[config.mk]
export PLATFORM = sky130hd
export DESIGN_NAME = msc_regfile
export DESIGN_NICKNAME = d
export VERILOG_FILES = /design/src/sv/mips_subset_single_cycle_core_macros.svh /design/src/sv/msc_pkg.sv /design/src/sv/msc_regfile.sv
export SDC_FILE = /design/constraint.sdc
export NUM_CORES = 1
export LEC_CHECK = 0
export BUFFER_PORTS_ARGS = -buffer_cell sky130_fd_sc_hd__buf_2
export CORE_MARGIN = 3
export CORE_UTILIZATION = 40
export DETAILED_ROUTE_END_ITERATION = 16
export HOLD_SLACK_MARGIN = 0.02
export PLACE_DENSITY = 0.67
export SYNTH_ARGS = -nofsm -noshare
export SYNTH_HDL_FRONTEND = slang
export SYNTH_SLANG_ARGS = --single-unit
[constraint.sdc]
create_clock -name aclk -period 3.7 [get_ports aclk]
set_clock_uncertainty 0.2 [all_clocks]
set_input_delay 0.555 -clock aclk [delete_from_list [all_inputs] [get_ports aclk]]
set_output_delay 0.555 -clock aclk [all_outputs]
set_load 0.005 [all_outputs]
[src/sv/mips_subset_single_cycle_core_macros.svh]
// ---------------------------------------------------------------------------
// Assertion macros for the MIPS subset core
// Shared concurrent-assertion wrappers.
// ---------------------------------------------------------------------------
`ifndef MIPS_SUBSET_SINGLE_CYCLE_CORE_MACROS_SVH
`define MIPS_SUBSET_SINGLE_CYCLE_CORE_MACROS_SVH

// implication checked every clock, masked while reset is low
`define MSC_ASSERT_IMP(lbl, clk, rstn, ante, cons, msg) \
    lbl: assert property (@(posedge clk) disable iff (!rstn) (ante) |-> (cons)) \
        else $error(msg);

// next-cycle implication
`define MSC_ASSERT_NXT(lbl, clk, rstn, ante, cons, msg) \
    lbl: assert property (@(posedge clk) disable iff (!rstn) (ante) |=> (cons)) \
        else $error(msg);

`endif

[src/sv/msc_pkg.sv]
// ---------------------------------------------------------------------------
// msc_pkg
// Types and constants shared by the MIPS subset core.
// ---------------------------------------------------------------------------
`default_nettype none
package msc_pkg;
    localparam logic [31:0] ALL_ONES        = 32'hFFFF_FFFF;
    localparam logic [31:0] STACK_TOP_RESET = 32'h0100_0000;
    localparam logic [31:0] PC_HI_MASK      = 32'hF000_0000;

    localparam logic [5:0] OP_RTYPE = 6'd0;
    localparam logic [5:0] OP_J     = 6'd2;
    localparam logic [5:0] OP_JAL   = 6'd3;
    localparam logic [5:0] OP_BEQ   = 6'd4;
    localparam logic [5:0] OP_BNE   = 6'd5;
    localparam logic [5:0] OP_ADDI  = 6'd8;
    localparam logic [5:0] OP_ADDIU = 6'd9;
    localparam logic [5:0] OP_SLTI  = 6'd10;
    localparam logic [5:0] OP_LW    = 6'd35;
    localparam logic [5:0] OP_SW    = 6'd43;

    localparam logic [5:0] FN_SLL  = 6'd0;
    localparam logic [5:0] FN_SRL  = 6'd2;
    localparam logic [5:0] FN_JR   = 6'd8;
    localparam logic [5:0] FN_MUL  = 6'd24;
    localparam logic [5:0] FN_DIV  = 6'd26;
    localparam logic [5:0] FN_ADD  = 6'd32;
    localparam logic [5:0] FN_ADDU = 6'd33;
    localparam logic [5:0] FN_SUB  = 6'd34;
    localparam logic [5:0] FN_SUBU = 6'd35;
    localparam logic [5:0] FN_AND  = 6'd36;
    localparam logic [5:0] FN_OR   = 6'd37;
    localparam logic [5:0] FN_SLT  = 6'd42;

    localparam logic [1:0] FLT_NONE  = 2'd0;
    localparam logic [1:0] FLT_ALIGN = 2'd1;
    localparam logic [1:0] FLT_FETCH = 2'd2;
    localparam logic [1:0] FLT_DATA  = 2'd3;

    localparam logic [1:0] CLS_NOP = 2'd0;
    localparam logic [1:0] CLS_R   = 2'd1;
    localparam logic [1:0] CLS_I   = 2'd2;
    localparam logic [1:0] CLS_J   = 2'd3;

    localparam logic [4:0] REG_V0 = 5'd2;
    localparam logic [4:0] REG_SP = 5'd29;
    localparam logic [4:0] REG_RA = 5'd31;

    // register-file port request
    typedef struct packed {
        logic        we;
        logic [4:0]  waddr;
        logic [31:0] wdata;
        logic [4:0]  ra;
        logic [4:0]  rb;
    } msc_rf_req_t;

    // divider handshake
    typedef struct packed {
        logic        start;
        logic [31:0] dividend;
        logic [31:0] divisor;
    } msc_div_req_t;

    function automatic logic less_signed(input logic [31:0] a, input logic [31:0] b);
        return ($signed(a) < $signed(b));
    endfunction
endpackage
`default_nettype wire

[src/sv/msc_regfile.sv]
// ---------------------------------------------------------------------------
// msc_regfile
// 32x32 register file: synchronous write, two registered reads, $v0 tap.
// Reset value held via valid bits; $zero reads zero.
// ---------------------------------------------------------------------------
`default_nettype none
module msc_regfile
    import msc_pkg::*;
(
    input  wire logic        aclk,
    input  wire logic        aresetn,
    input  wire msc_rf_req_t req,
    input  wire logic        sp_we,
    input  wire logic [31:0] sp_data,
    output logic [31:0]      rd_a,
    output logic [31:0]      rd_b,
    output logic [31:0]      v0
);
    logic [31:0] regs_reg [32];
    logic [31:0] vld_reg;
    logic [31:0] rd_a_reg, rd_b_reg;

    // $sp starts at the default stack top, $ra at all ones
    function automatic logic [31:0] rst_val(input logic [4:0] i);
        logic [31:0] r;
        r = '0;
        if (i == REG_RA) r = ALL_ONES;
        if (i == REG_SP) r = STACK_TOP_RESET;
        return r;
    endfunction

    always_ff @(posedge aclk) begin
        if (!aresetn) begin
            vld_reg <= '0;
        end else begin
            if (req.we && req.waddr != 5'd0) begin
                vld_reg[req.waddr] <= 1'b1;
            end
            if (sp_we) begin
                vld_reg[REG_SP] <= 1'b1;
            end
        end
    end

    always_ff @(posedge aclk) begin
        if (req.we && req.waddr != 5'd0) begin
            regs_reg[req.waddr] <= req.wdata;
        end
        if (sp_we) begin
            regs_reg[REG_SP] <= sp_data;
        end
    end

    always_ff @(posedge aclk) begin
        rd_a_reg <= (req.ra == 5'd0) ? '0 :
                    (vld_reg[req.ra] ? regs_reg[req.ra] : rst_val(req.ra));
        rd_b_reg <= (req.rb == 5'd0) ? '0 :
                    (vld_reg[req.rb] ? regs_reg[req.rb] : rst_val(req.rb));
    end

    assign rd_a = rd_a_reg;
    assign rd_b = rd_b_reg;
    assign v0   = vld_reg[REG_V0] ? regs_reg[REG_V0] : '0;
endmodule
`default_nettype wire

==> metrics <==
Critical Path Sink Type output pin; die outline width about 360 microns; Post-Route WL approximately 160 mm; IO Count roughly 180; area inside the core boundary 126000 sq um; sum of negative setup slack 0 ns; Post-Synth Adder-Cell Area 0%; number of warning messages in the yosys log 0; share of the synthesized area in compound gates (AO/OA/AOI/OAI) around 5.5%; post-layout min period 3.09 ns; final HPWL from detailed placement just over 90 mm; share of the cycle needed by the critical path after routing between 80% and 90%; H-tree depth 3; share of synthesized flip-flops with an asynchronous set or reset 0%; initial antenna violation count 13; number of gates resized after cts 0; type of the worst setup path reg -> out; TritonCTS Sinks 1120; global-route total usage across every layer around a quarter; Avg Inst Size Synth between 15 and 20 sq um; Peak Freq roughly 0.32 GHz; leakage dissipation just under 20 nW; most used flip-flop cell after synthesis edfxtp_1; number of buffers created by CTS about 110; vias per cell 6.43; area used by sequential logic in the layout about 33000 sq um; ratio of cells with drive above 1 in the final layout a little over a third; share of the synthesized netlist area taken by xor and xnor gates 0%; number of maximum-capacitance violations 0; Synth top area share 60.6%; register area share after synthesis 64.4%; dominant combinational cell family by area after synthesis multiplexers; DR iter-0 viols a little over 4000; fill cell instance count of the final layout about 10000; Final setup viols 0; Synth Area in Simple Gates under 10%; number of synthesized register bits 1120; count of pins over their slew limit 0; CTS clock-pin slew for the worst setup and hold paths 0.06 ns; post-layout power 0.0285 W; clock insertion delay at the later pin of the skew report approximately 0.7 ns; count leader, synth edfxtp_1; final hold violation count 0; slew at the pin closest to its max-slew limit ~1.1 ns; clock tree root driver cell clkbuf_16; number of different library cells in the post-synthesis netlist 54; Pre-Repair DR Iteration Count 6; post-synthesis cell area about 51000 sq um; Critical Path Fanout Max 22; Largest register FFs around 1000; count of antenna-violating nets left after detailed routing 0; Max-Slew Margin vs Limit 25.2%; ranking of synthesized cells by area edfxtp_1 61%, mux4_2 20%, mux2i_1 4.0%; cell taking the most area after synthesis edfxtp_1; Arr. time, crit path approximately 2.3 ns; via count 30200; power density cells around 500 nW/um^2; Overflow after GRT 0; NumNets Final between 3000 and 4000; startpoint kind of the worst setup timing path flop; Clock Path Buffers 3; pin count of the biggest net entering global routing 120; row cnt 130; area occupied by multi-input gates approximately 17000 sq um; Placed Instance Area 54500 sq um; DIE HEIGHT approximately 360 microns; required time worst endpoint 2.94 ns; Hold Path Class in -> reg; area of all placed cells without fillers 58700 sq um; CTS tree built; number of I/O port buffers roughly 180; Total Die Area between 100000 and 150000 sq um; vias in the first global route roughly 30000; synthesis-to-finish area growth 15.7%; cell count after synthesis 2672; top post-synthesis cells by count 1024 x edfxtp_1, 453 x mux4_2, 205 x mux2i_1; multiplexer share of the synthesized area about a quarter; wire length of the first global-routing pass around 220 mm; final routed DRC violation total 0; EDFF count, synth 1024; worst-case vdd ir drop ~0.36 mV; run status finished, final reports clean; GP Congestion between 0.8 and 0.9; RSZ-0062 raised after global routing false; routed wirelength normalized by instance count roughly 33 microns; Initial Utilization approximately two fifths
==> final timing paths <==
| check | from | end | slack (ns) | cells after the start |
|---|---|---|---|---|
| worst max-delay path | vld_reg[2] | v0[8] | 0.61 | 3 |
| worst min register to register | vld_reg[8] | vld_reg[8] | 0.29 | 1 |
| worst min-delay path | req[26] | regs_reg[17][16] | 0.14 | 1 |
| worst max register to register | vld_reg[2] | rd_b[16] | 1.11 | 7 |
==> layer usage <==
layer | up-vias | wire, microns | global-route usage (%)
li1 | 12000 | - | -
met1 | 16100 | 63300 | 33.9
met2 | 1888 | 72200 | 36.5
met3 | 256 | 16600 | 4.74
met4 | 2 | 4550 | 7.44
met5 | - | 12 | 0
==> cells in the final DEF, fill, tap and decap left out, types with 30 or more instances in the layout <==
master,n
a21oi_1,68
conb_1,32
buf_12,41
o21a_1,34
dlygate4sd3_1,32
mux4_2,453
and3_1,30
mux2_2,65
o21ai_0,54
clkbuf_16,116
dfxtp_1,95
a221oi_1,104
and2_1,34
nor2_4,32
a31oi_1,30
buf_2,172
edfxtp_1,1024
buf_4,86
mux2i_1,205
nor2_1,60
==> where the power goes <==
| group | switching, W | internal [W] |
|---|---|---|
| Combinational | 0.00139 | 0.00104 |
| Sequential | 0.000188 | 0.0141 |
| Clock | 0.00490 | 0.00690 |
| Total | 0.00648 | 0.0220 |
==> logic make-up after synthesis <==
group | Yosys count
and+or+nand+nor | 223
other | 1
DFF | 1120
buffers and inverters | 220
AOI/OAI and AO/OA | 384
muxes | 724
==> final cells by class <==
type | count | share of cell area [%]
antenna | 4 | 0.0171
sequential | 1120 | 55.7
tap | 1650 | 3.52
multi-input combinational | 1363 | 29.6
inverter | 3 | 0.0192
clock inverter | 72 | 1.34
timing repair buffer | 336 | 4.63
clock buffer | 139 | 5.20
==> critical path: stages, from the launching register on <==
cell     delay, ns
dfxtp_2       0.56
buf_4         0.45
and2_1        0.40
buf_2         0.19
==> per-stage QoR <==
step,std cells,setup slack [ns],util [%],hold WS [ns]
2_1_floorplan,2703,0.492,-,0.247
3_3_place_gp,4440,0.375,43.4,0.266
3_5_place_dp,4440,0.401,43.4,0.275
4_1_cts,4683,0.620,46.7,0.0867
5_1_grt,4684,0.554,46.7,0.147
6_report,4687,0.606,46.7,0.135
==> what timing repair did <==
action / CTS / global route
setup buffers: 0 / 0
hold buffers: 32 / 0
endpoints found under the hold margin: 32 / 0
Note: power is estimated with default switching activity, not from simulation.
