--- src/sv/mips_subset_single_cycle_core_macros.svh ---
// ---------------------------------------------------------------------------
// Assertion macros for the MIPS subset core
// Shared concurrent-assertion wrappers.
// ---------------------------------------------------------------------------
`ifndef MIPS_SUBSET_SINGLE_CYCLE_CORE_MACROS_SVH
`define MIPS_SUBSET_SINGLE_CYCLE_CORE_MACROS_SVH

// implication checked every clock, masked while reset is low
`define MSC_ASSERT_IMP(lbl, clk, rstn, ante, cons, msg) \
    lbl: assert property (@(posedge clk) disable iff (!rstn) (ante) |-> (cons)) \
        else $error(msg);

// next-cycle implication
`define MSC_ASSERT_NXT(lbl, clk, rstn, ante, cons, msg) \
    lbl: assert property (@(posedge clk) disable iff (!rstn) (ante) |=> (cons)) \
        else $error(msg);

`endif

--- src/sv/msc_pkg.sv ---
// ---------------------------------------------------------------------------
// msc_pkg
// Types and constants shared by the MIPS subset core.
// ---------------------------------------------------------------------------
`default_nettype none
package msc_pkg;
    localparam logic [31:0] ALL_ONES        = 32'hFFFF_FFFF;
    localparam logic [31:0] STACK_TOP_RESET = 32'h0100_0000;
    localparam logic [31:0] PC_HI_MASK      = 32'hF000_0000;

    localparam logic [5:0] OP_RTYPE = 6'd0;
    localparam logic [5:0] OP_J     = 6'd2;
    localparam logic [5:0] OP_JAL   = 6'd3;
    localparam logic [5:0] OP_BEQ   = 6'd4;
    localparam logic [5:0] OP_BNE   = 6'd5;
    localparam logic [5:0] OP_ADDI  = 6'd8;
    localparam logic [5:0] OP_ADDIU = 6'd9;
    localparam logic [5:0] OP_SLTI  = 6'd10;
    localparam logic [5:0] OP_LW    = 6'd35;
    localparam logic [5:0] OP_SW    = 6'd43;

    localparam logic [5:0] FN_SLL  = 6'd0;
    localparam logic [5:0] FN_SRL  = 6'd2;
    localparam logic [5:0] FN_JR   = 6'd8;
    localparam logic [5:0] FN_MUL  = 6'd24;
    localparam logic [5:0] FN_DIV  = 6'd26;
    localparam logic [5:0] FN_ADD  = 6'd32;
    localparam logic [5:0] FN_ADDU = 6'd33;
    localparam logic [5:0] FN_SUB  = 6'd34;
    localparam logic [5:0] FN_SUBU = 6'd35;
    localparam logic [5:0] FN_AND  = 6'd36;
    localparam logic [5:0] FN_OR   = 6'd37;
    localparam logic [5:0] FN_SLT  = 6'd42;

    localparam logic [1:0] FLT_NONE  = 2'd0;
    localparam logic [1:0] FLT_ALIGN = 2'd1;
    localparam logic [1:0] FLT_FETCH = 2'd2;
    localparam logic [1:0] FLT_DATA  = 2'd3;

    localparam logic [1:0] CLS_NOP = 2'd0;
    localparam logic [1:0] CLS_R   = 2'd1;
    localparam logic [1:0] CLS_I   = 2'd2;
    localparam logic [1:0] CLS_J   = 2'd3;

    localparam logic [4:0] REG_V0 = 5'd2;
    localparam logic [4:0] REG_SP = 5'd29;
    localparam logic [4:0] REG_RA = 5'd31;

    // register-file port request
    typedef struct packed {
        logic        we;
        logic [4:0]  waddr;
        logic [31:0] wdata;
        logic [4:0]  ra;
        logic [4:0]  rb;
    } msc_rf_req_t;

    // divider handshake
    typedef struct packed {
        logic        start;
        logic [31:0] dividend;
        logic [31:0] divisor;
    } msc_div_req_t;

    function automatic logic less_signed(input logic [31:0] a, input logic [31:0] b);
        return ($signed(a) < $signed(b));
    endfunction
endpackage
`default_nettype wire

--- src/sv/msc_divider.sv ---
// ---------------------------------------------------------------------------
// msc_divider
// Radix-2 restoring unsigned divider, one quotient bit per cycle.
// ---------------------------------------------------------------------------
`default_nettype none
module msc_divider
    import msc_pkg::*;
(
    input  wire logic         aclk,
    input  wire logic         aresetn,
    input  wire msc_div_req_t req,
    output logic              done,
    output logic [31:0]       quotient
);
    logic [31:0] q_reg, d_reg;
    logic [32:0] r_reg;
    logic [5:0]  cnt_reg;
    logic        busy_reg;
    logic        done_reg;
    logic [32:0] trial;
    logic [32:0] shifted;

    assign shifted = {r_reg[31:0], q_reg[31]};
    assign trial   = shifted - {1'b0, d_reg};

    always_ff @(posedge aclk) begin
        if (!aresetn) begin
            busy_reg <= 1'b0;
            done_reg <= 1'b0;
            cnt_reg  <= '0;
        end else begin
            done_reg <= 1'b0;
            if (req.start) begin
                busy_reg <= 1'b1;
                cnt_reg  <= 6'd32;
                q_reg    <= req.dividend;
                d_reg    <= req.divisor;
                r_reg    <= '0;
            end else if (busy_reg) begin
                if (trial[32]) begin
                    r_reg <= shifted;
                    q_reg <= {q_reg[30:0], 1'b0};
                end else begin
                    r_reg <= trial;
                    q_reg <= {q_reg[30:0], 1'b1};
                end
                cnt_reg <= cnt_reg - 6'd1;
                if (cnt_reg == 6'd1) begin
                    busy_reg <= 1'b0;
                    done_reg <= 1'b1;
                end
            end
        end
    end

    // zero divisor already yields all ones from restoring steps
    assign done     = done_reg;
    assign quotient = q_reg;
endmodule
`default_nettype wire
--- config.mk ---
export PLATFORM = sky130hd
export DESIGN_NAME = msc_divider
export DESIGN_NICKNAME = d
export VERILOG_FILES = /design/src/sv/mips_subset_single_cycle_core_macros.svh /design/src/sv/msc_pkg.sv /design/src/sv/msc_divider.sv
export SDC_FILE = /design/constraint.sdc
export NUM_CORES = 1
export LEC_CHECK = 0
export BUFFER_PORTS_ARGS = -buffer_cell sky130_fd_sc_hd__buf_2
export CAP_MARGIN = 20
export CORE_MARGIN = 1.5
export CORE_UTILIZATION = 47
export DETAILED_ROUTE_END_ITERATION = 10
export HOLD_SLACK_MARGIN = 0.03
export PLACE_DENSITY = 0.76
export SYNTH_ARGS = -nofsm -noshare
export SYNTH_HDL_FRONTEND = slang
export SYNTH_SLANG_ARGS = --single-unit
--- constraint.sdc ---
create_clock -name aclk -period 8.8 [get_ports aclk]
set_input_delay 1.32 -clock aclk [delete_from_list [all_inputs] [get_ports aclk]]
set_output_delay 1.32 -clock aclk [all_outputs]
set_load 0.005 [all_outputs]
==> flow_metrics.py, run 1 <==
metrics = {
    "placed_design": {
        "gp_congestion": 0.875,
        "place_hpwl_um": 8420,
        "io_buffers": 99,
        "pre_cts_ws_ns": 4.78,
    },
    "die": {
        "floorplan.initialDensity_pct": 48.1,
        "fp.dieH_um": 114,
        "rows": 40,
        "pin_count": 100,
        "die_area_sq_um": 13000,
        "coreArea_sq_um": 12000,
        "fp.dieW_um": 114,
    },
    "synth": {
        "async_flop_share_pct": 0,
        "synth_top_family_by_area": "compound AO/OA/AOI/OAI gates",
        "syn-num-nets": 598,
        "synth_top_area_cell": "edfxtp_1",
        "ys_types": 54,
        "synth_edf_count": 96,
        "syn-cell-area_sq_um": 5780,
        "synth_top_area_share_pct": 49.9,
        "ys_ff_latch": 104,
        "seq_area_frac_synth_pct": 52.6,
        "synth_ff_type": "edfxtp_1",
        "synth_simple_gate_area_share_pct": 8.53,
        "syn_inst": 496,
        "synth-compound-area-share_pct": 11.5,
        "synth_xor_area_share_pct": 5.43,
        "synthTopCellsByArea": "edfxtp_1 (50%), ha_1 (7.4%), mux2_2 (6.0%)",
        "synthMuxAreaShare_pct": 10.6,
        "synthAdderAreaFrac_pct": 7.70,
        "ys_warn_count": 0,
        "syn_avg_cell_area_sq_um": 11.7,
    },
    "global_routing": {
        "antenna_found_initial": 0,
        "grt_pass1_vias": 4202,
        "grt_usage_pct": 19.5,
        "overflow": 0,
        "grt_max_degree": 69,
        "grt_pass1_wl_um": 19800,
    },
    "sta": {
        "relSlewSlack_pct": 42.2,
        "worst_pin_slew_ns": 0.862,
        "setup-violations-final": 0,
        "fin_crit_sh_pct": 45.6,
        "final_hold_viol_count": 0,
        "fin_crit_ns": 4.01,
        "fin_worst_skew_ns": 0.0108,
        "maxSlewViolCount": 0,
        "grt_setup_unrepaired": "no",
        "fin_ws_ns": 4.79,
        "max_freq_ghz": 0.249,
        "fin_tns_setup_ns": 0,
    },
    "worst_setup_path": {
        "cp-start-kind": "flop",
        "critPathArrivalTime_ns": 4.08,
        "worstPathRequired_ns": 8.87,
        "crit_path_max_fanout": 20,
        "crit_type": "reg -> reg",
        "crit_path_end_kind": "flop",
    },
    "power_and_ir_drop": {
        "p_sw_share_pct": 30.0,
        "power.density_nw_per_um2": 206,
        "power_leakage_uw": 0.00289,
        "p_int_uw": 970,
        "clkPwrFrac_pct": 27.9,
        "vdd_ir_drop_max_mv": 0.133,
        "combPwrFrac_pct": 27.5,
        "power_frac_seq_pct": 44.6,
        "p_sw_uw": 417,
    },
    "detailed_routing": {
        "drc": 0,
        "num_vias": 4134,
        "post_drt_wl_per_cell_um": 15.7,
        "via_per_inst": 5.52,
        "routed_wl_um": 11800,
        "drtIter0Drc": 212,
        "ant_nets": 0,
        "dr.pass1.iters": 5,
    },
    "clocking": {
        "numCtsBuffers": 9,
        "tritoncts": "yes",
        "ctsHoldBuffers": 0,
        "clkLatencyLatePin_ns": 0.36,
        "clk_pin_slew_ns": 0.07,
        "postCtsSetupRepairBufs": 0,
        "htreeDepth": 3,
        "cts_resized": 0,
        "clockBufferDepth": 2,
        "cts_root_buf": "clkbuf_16",
        "cts_sinks": 104,
    },
    "finish": {
        "final_layout_size_suffix_gt1_share_pct": 26.6,
        "antenna_cells": 0,
        "finalNetCount": 699,
        "area_growth_pct": 16.4,
    },
    "min_path": {
        "min_path_type": "reg -> reg",
    },
    "run": {
        "drv_cap": 0,
    },
    "status": {
        "outcome": "finished, final reports clean",
    },
}
[worst max-delay path, cell delays in order, from the launching register on]
cell and delay [ns]:
edfxtp_1 0.36, inv_1 0.05, ha_1 0.22, fa_1 0.41, nand2b_1 0.19, a21oi_1 0.19, o2111a_1 0.27, o21a_1 0.26
a221o_1 0.22, a21oi_2 0.10, xnor2_2 0.68, buf_4 0.46, mux2i_1 0.24, nor2_1 0.06
[worst paths after layout]
kind	from	endpoint	slack, ns	cells past startpoint
setup / recovery	quotient[31]	r_reg[12]	4.79	13
hold / removal	cnt_reg[0]	cnt_reg[0]	0.51	2
setup reg to reg	quotient[31]	r_reg[12]	4.79	13
hold reg to reg	cnt_reg[0]	cnt_reg[0]	0.51	2
[metal layers]
| metal | vias to the layer above | routed length, um | part of all wire [%] | global-route usage (%) |
|---|---|---|---|---|
| li1 | 2014 | - | - | - |
| met3 | 17 | 796 | 6.8 | 5.69 |
| met5 | - | 0 | 0 | 0 |
| met1 | 1951 | 5340 | 45 | 25.5 |
| met2 | 152 | 5480 | 46 | 31.6 |
| met4 | 0 | 177 | 1.5 | 6.08 |
[logic make-up (layout without fill, tap and decap cells)]
| group | count (synthesis) | after routing |
|---|---|---|
| fa+ha+maj | 35 | 35 |
| xor+xnor | 35 | 35 |
| mux | 57 | 57 |
| flops | 104 | 104 |
| compound gates | 100 | 100 |
| simple gates | 110 | 110 |
| buf+inv | 55 | 161 |
[cell type report]
class                   count  area (sq um)
clock buffers              11           243
multi-input cells         337          2540
clock inverters             5          37.5
flip-flops and latches    104          3040
fillers                   993          5280
well taps                 147           184
repair buffers            103           526
inverters                  42           158
[placed cells by master, fill, tap and decap left out, types with 19 or more instances in the layout]
cell	Yosys	routed
edfxtp_1	96	96
a21oi_1	31	31
nand2_1	25	25
xnor2_1	20	19
mux2_2	31	31
inv_1	42	42
mux2i_1	25	25
buf_2	3	99
nor2_1	48	48
ha_1	34	34
[power groups by stage]
| stage | logic [uW] | registers [uW] | clock network, uW |
|---|---|---|---|
| 6_report | 382 | 619 | 387 |
| 5_1_grt | 424 | 623 | 414 |
| 4_1_cts | 381 | 619 | 397 |
| 3_5_place_dp | 379 | 628 | 0 |
| 3_3_place_gp | 367 | 628 | 0 |
| 2_1_floorplan | 291 | 624 | 0 |
[synthesized netlist by cell type, types with 5 or more instances]
cell,instances
edfxtp_1,96
dfxtp_1,8
inv_1,42
a21oi_1,31
nand3_1,10
and3_1,5
o21ai_0,17
nand2_1,25
mux2_2,31
nor2_1,48
xor2_1,14
ha_1,34
mux2i_1,25
a21o_1,10
clkbuf_1,7
o31ai_1,5
xnor2_1,20
nand2b_1,7
[through the flow]
stage	hold WS, ns	utilization [%]	instance area (sq um)	total power (uW)	cells
3_5_place_dp	0.501	53.7	6450	1010	733
4_1_cts	0.512	56.0	6730	1400	749
3_3_place_gp	0.478	53.7	6450	995	733
5_1_grt	0.559	56.0	6730	1460	749
2_1_floorplan	0.467	-	5780	914	496
6_report	0.512	56.0	6730	1390	749
(Power assumes the default switching activity.)
==> inputs of run 2 (changes only) <==
==> constraint.sdc (replaced) <==
create_clock -name aclk -period 4 [get_ports aclk]
set_input_delay 0.6 -clock aclk [delete_from_list [all_inputs] [get_ports aclk]]
set_output_delay 0.6 -clock aclk [all_outputs]
set_load 0.005 [all_outputs]
==> run 2 against run 1 <==
- wire length grew 2.8%
- hold slack lost 0.094 ns
- via count is essentially flat
- cell area is essentially flat
- sequential share of layout area is essentially flat
- largest cell class unchanged
- fmax grew 17%
==> flow_metrics.py, run 2 (synthesis gave the netlist of run 1 again) <==
metrics = {
    "worst_setup_path": {
        "r2r_start": "quotient[31]",
        "critPathArrivalTime_ns": 3.50,
        "crit_path_end_kind": "flop",
        "r2r_slack_ns": 0.57,
        "crit_type": "reg -> reg",
        "crit_path_max_fanout": 17,
        "worstPathRequired_ns": 4.07,
        "cp-start-kind": "flop",
        "reg2reg_depth": 13,
        "cp-startpoint": "quotient[31]",
        "r2r-end": "r_reg[13]",
    },
    "sta": {
        "fin_tns_setup_ns": 0,
        "setup-violations-final": 0,
        "fin_worst_skew_ns": 0.00803,
        "fin_crit_sh_pct": 85.6,
        "relSlewSlack_pct": 47.5,
        "grt_setup_unrepaired": "no",
        "final_hold_viol_count": 0,
        "max_freq_ghz": 0.292,
        "fin_crit_ns": 3.43,
        "worst_pin_slew_ns": 0.787,
        "maxSlewViolCount": 0,
    },
    "min_path": {
        "min_to": "d_reg[1]",
        "min_path_type": "in -> reg",
        "worstHoldPathCells": 1,
        "worstHoldStart": "req[1]",
    },
    "detailed_routing": {
        "post_drt_wl_per_cell_um": 16.2,
        "drtIter0Drc": 242,
        "dr.pass1.iters": 4,
        "via_per_inst": 5.51,
        "num_vias": 4130,
        "ant_nets": 0,
        "drc": 0,
        "routed_wl_um": 12100,
    },
    "global_routing": {
        "antenna_found_initial": 0,
        "grt_pass1_vias": 4137,
        "overflow": 0,
        "grt_pass1_wl_um": 19900,
        "grt_max_degree": 67,
        "grt_usage_pct": 19.9,
    },
    "clocking": {
        "cts_resized": 0,
        "clockBufferDepth": 2,
        "clkLatencyLatePin_ns": 0.35,
        "htreeDepth": 3,
        "numCtsBuffers": 9,
        "cts_root_buf": "clkbuf_16",
        "ctsHoldBuffers": 0,
        "clk_pin_slew_ns": 0.07,
        "cts_sinks": 104,
        "tritoncts": "yes",
        "postCtsSetupRepairBufs": 0,
    },
    "finish": {
        "fin_cells": 750,
        "final_common_cell": "buf_2",
        "final_cell_mix": "buf_2 (99), edfxtp_1 (96), nor2_1 (48)",
        "final_layout_size_suffix_gt1_share_pct": 26.4,
        "area_growth_pct": 16.5,
        "antenna_cells": 0,
        "finalNetCount": 700,
        "design_area_sq_um": 6730,
    },
    "power_and_ir_drop": {
        "power_leakage_uw": 0.00289,
        "power.density_nw_per_um2": 450,
        "vdd_ir_drop_max_mv": 0.252,
    },
    "die": {
        "coreArea_sq_um": 12000,
        "rows": 40,
        "floorplan.initialDensity_pct": 48.1,
        "die_area_sq_um": 13000,
        "fp.dieH_um": 114,
        "pin_count": 100,
        "fp.dieW_um": 114,
    },
    "status": {
        "outcome": "finished, final reports clean",
    },
    "placed_design": {
        "dp.cells": 734,
        "place_hpwl_um": 8670,
        "gp_congestion": 0.869,
        "post_dp_cell_area_sq_um": 6470,
        "io_buffers": 99,
    },
    "run": {
        "drv_cap": 0,
    },
}
==> run 2: power breakdown <==
part / internal (uW) / total, uW / switching [uW]
clock network: 426 / 820 / 394
registers: 1310 / 1360 / 48.8
logic: 382 / 846 / 464
==> run 2: worst max path at each step <==
stage / to / slack [ns] / cells after the start
6_report: r_reg[13] / 0.57 / 13
5_1_grt: r_reg[28] / 0.32 / 13
4_1_cts: r_reg[26] / 0.60 / 13
3_5_place_dp: r_reg[26] / 0.64 / 13
3_3_place_gp: r_reg[12] / 0.68 / 13
2_1_floorplan: r_reg[3] / 0.87 / 13
==> run 2: cell type report <==
class | instances | area [sq um]
clock buffer | 12 | 236
inverter | 42 | 158
clock inverter | 4 | 30.0
timing repair buffer | 104 | 546
sequential | 104 | 3040
tap | 147 | 184
multi-input combinational | 337 | 2540
fill | 997 | 5280
==> run 2: critical path, stage by stage, from the launching register on <==
cell and delay [ns]:
edfxtp_1 0.38, inv_1 0.06, ha_1 0.21, fa_1 0.40
nand2b_1 0.18, a21oi_1 0.23, o2111a_1 0.29, o21a_1 0.28
a221o_1 0.23, a21oi_2 0.10, xnor2_2 0.17, buf_4 0.32
mux2i_1 0.23, nor2_1 0.06
==> run 2: metal layers <==
| layer | wire length [um] | global-route usage, % |
|---|---|---|
| met1 | 5380 | 24.9 |
| met2 | 5740 | 32.4 |
| met3 | 813 | 6.11 |
| met4 | 187 | 7.42 |
| met5 | 0 | 0 |
==> run 2: per-stage QoR <==
stage | hold WS [ns] | setup slack (ns) | util, % | total power, uW
2_1_floorplan | 0.467 | 0.874 | - | 2010
3_3_place_gp | 0.477 | 0.684 | 53.8 | 2190
3_5_place_dp | 0.494 | 0.642 | 53.8 | 2220
4_1_cts | 0.398 | 0.600 | 56.1 | 3050
5_1_grt | 0.399 | 0.316 | 56.1 | 3190
6_report | 0.418 | 0.574 | 56.1 | 3030
==> inputs of run 3 (changes only) <==
--- a/config.mk
+++ b/config.mk
@@ -5,13 +5,14 @@
 export SDC_FILE = /design/constraint.sdc
 export NUM_CORES = 1
 export LEC_CHECK = 0
+export ABC_AREA = 1
 export BUFFER_PORTS_ARGS = -buffer_cell sky130_fd_sc_hd__buf_2
 export CAP_MARGIN = 20
 export CORE_MARGIN = 1.5
 export CORE_UTILIZATION = 47
 export DETAILED_ROUTE_END_ITERATION = 10
 export HOLD_SLACK_MARGIN = 0.03
-export PLACE_DENSITY = 0.76
+export PLACE_DENSITY = 0.75
 export SYNTH_ARGS = -nofsm -noshare
 export SYNTH_HDL_FRONTEND = slang
 export SYNTH_SLANG_ARGS = --single-unit
==> run 3 against run 2 <==
- via count is 46% higher
- hold slack worse by 0.014 ns
- setup slack better by 0.81 ns
- total power is 16% higher
- wire length is 28% higher
- clock power is 7.8% higher
- critical endpoint is now r_reg[27]
- synthesized area is 20% higher
- highest routed layer unchanged
- core utilization is 1.5 points lower
==> flow_metrics.py, run 3 <==
metrics = {
    "sta": {
        "worst_pin_slew_ns": 0.735,
        "fin_crit_sh_pct": 65.5,
        "setup-violations-final": 0,
        "grt_setup_unrepaired": "no",
        "relSlewSlack_pct": 50.8,
        "fin_tns_setup_ns": 0,
        "fin_crit_ns": 2.62,
        "maxSlewViolCount": 0,
        "max_freq_ghz": 0.382,
        "final_hold_viol_count": 0,
        "fin_worst_skew_ns": 0.0106,
    },
    "die": {
        "pin_count": 100,
        "floorplan.initialDensity_pct": 47.9,
        "rows": 44,
        "fp.dieH_um": 125,
        "coreArea_sq_um": 14500,
        "die_area_sq_um": 15500,
        "fp.dieW_um": 125,
    },
    "detailed_routing": {
        "dr.pass1.iters": 5,
        "routed_wl_um": 15500,
        "drtIter0Drc": 326,
        "drc": 0,
        "via_per_inst": 4.82,
        "num_vias": 6020,
        "post_drt_wl_per_cell_um": 12.4,
        "ant_nets": 0,
    },
    "worst_setup_path": {
        "worstPathRequired_ns": 4.12,
        "crit_path_end_kind": "flop",
        "crit_path_max_fanout": 33,
        "r2r-end": "r_reg[27]",
        "crit_type": "reg -> reg",
        "reg2reg_depth": 17,
        "cp-start-kind": "flop",
        "critPathArrivalTime_ns": 2.74,
        "r2r_slack_ns": 1.38,
        "r2r_start": "quotient[31]",
    },
    "finish": {
        "area_growth_pct": 13.8,
        "antenna_cells": 0,
        "final_layout_size_suffix_gt1_share_pct": 13.2,
        "final_cell_mix": "nand2_1 (410), inv_1 (166), nor2_1 (109)",
        "final_common_cell": "nand2_1",
        "finalNetCount": 1163,
        "design_area_sq_um": 7900,
        "post-route-util_pct": 54.6,
    },
    "synth": {
        "syn-cell-area_sq_um": 6940,
        "syn_avg_cell_area_sq_um": 7.21,
        "async_flop_share_pct": 0,
        "synth_top_area_cell": "edfxtp_1",
        "syn-num-nets": 1065,
        "synthTopCellsByArea": "edfxtp_1 (42%), nand2_1 (22%), inv_1 (9.0%)",
        "synth_top_area_share_pct": 41.5,
        "yosysMostFrequentCell": "nand2_1",
        "ys_warn_count": 0,
        "ys_types": 33,
        "yosys-top-cells-count": "nand2_1 (411), inv_1 (167), nor2_1 (109)",
        "synth_edf_count": 96,
        "synth_ff_type": "edfxtp_1",
        "ys_ff_latch": 104,
        "seq_area_frac_synth_pct": 43.8,
        "syn_inst": 963,
    },
    "global_routing": {
        "overflow": 0,
        "grt_pass1_wl_um": 26000,
        "grt_pass1_vias": 5655,
        "antenna_found_initial": 0,
        "grt_usage_pct": 20.7,
        "grt_max_degree": 36,
    },
    "clocking": {
        "clockBufferDepth": 2,
        "clk_pin_slew_ns": 0.08,
        "numCtsBuffers": 9,
        "postCtsSetupRepairBufs": 0,
        "tritoncts": "yes",
        "cts_root_buf": "clkbuf_16",
        "ctsHoldBuffers": 0,
        "htreeDepth": 3,
        "cts_resized": 0,
        "cts_sinks": 104,
        "clkLatencyLatePin_ns": 0.36,
    },
    "placed_design": {
        "gp_congestion": 0.942,
        "io_buffers": 99,
        "post_dp_cell_area_sq_um": 7610,
        "place_hpwl_um": 11700,
    },
    "min_path": {
        "min_to": "d_reg[4]",
        "worstHoldStart": "req[4]",
        "worstHoldPathCells": 1,
        "min_path_type": "in -> reg",
    },
    "run": {
        "drv_cap": 0,
    },
    "power_and_ir_drop": {
        "power_leakage_uw": 0.00427,
        "p_total_uw": 3520,
        "vdd_ir_drop_max_mv": 0.272,
        "power.density_nw_per_um2": 446,
    },
    "status": {
        "outcome": "finished, final reports clean",
    },
}
==> run 3: cell count changes in the layout (fill, tap and decap cells not counted), sizes merged, moves of 5 or more <==
| cell | delta |
|---|---|
| o21ai | -14 |
| nor2 | +64 |
| nand2b | -7 |
| nand3b | +9 |
| mux2 | -32 |
| a21oi | -9 |
| nand3 | +17 |
| inv | +129 |
| o31ai | -5 |
| a21o | -8 |
| nand2 | +398 |
| mux2i | -25 |
| xnor2 | -19 |
==> run 3: worst max-delay path by stage <==
stage / slack [ns] / startpoint / cells past startpoint / endpoint
finish: 1.38 / quotient[31] / 17 / r_reg[27]
global route: 1.14 / quotient[31] / 17 / r_reg[21]
CTS: 1.36 / quotient[31] / 17 / r_reg[27]
detailed placement: 1.37 / quotient[31] / 17 / r_reg[27]
global placement: 1.49 / quotient[31] / 17 / r_reg[29]
floorplan: 1.28 / req[64] / 3 / quotient[0]
==> run 3: cells by family after synthesis <==
kind of cell	share of synthesized area [%]
xor gates and xnor gates	1.89
adders and majority gates	6.42
DFF	43.8
buffers and inverters	10.5
AOI/OAI and AO/OA	2.61
and+or+nand+nor	34.8
==> run 3: power by group <==
| part | internal, uW | switching, uW |
|---|---|---|
| clock network | 440 | 444 |
| logic | 430 | 800 |
| registers | 1350 | 62.2 |
==> run 3: per-layer routing <==
layer  track usage (%)  share of wire (%)  up-vias
met5                 0                  0        -
met4              6.22                2.0        0
met3              5.24                7.1       30
met2              34.4                 46      173
met1              26.8                 45     2676
li1                  -                  -     3141
==> run 3: area by class of cell <==
cell class | count | area [sq um]
Fill cell | 1417 | 6580
Multi-Input combinational cell | 675 | 3170
Sequential cell | 104 | 3040
Inverter | 168 | 631
Timing Repair Buffer | 103 | 538
Tap cell | 184 | 230
Clock buffer | 10 | 229
Clock inverter | 6 | 57.6
==> run 3: worst max-delay path, stage by stage (launching register included) <==
cell and delay, ns:
edfxtp_1 0.36, inv_1 0.05, ha_1 0.22, fa_1 0.41, inv_1 0.11, nand2_1 0.06, nand2_1 0.10, nand3_2 0.08
nand2_2 0.11, nand2_2 0.06, nand2_2 0.07, nand2_2 0.07, nand2_2 0.10, nand2_2 0.07, nand2_4 0.28, nand2_1 0.10
nand2_1 0.08, nor2_1 0.04
==> run 3: metrics by stage <==
stage               instances  hold slack [ns]  setup slack, ns
floorplan                 963            0.476             1.28
global placement         1234            0.492             1.49
detailed placement       1234            0.498             1.37
CTS                      1250            0.397             1.36
global route             1250            0.395             1.14
finish                   1250            0.405             1.38
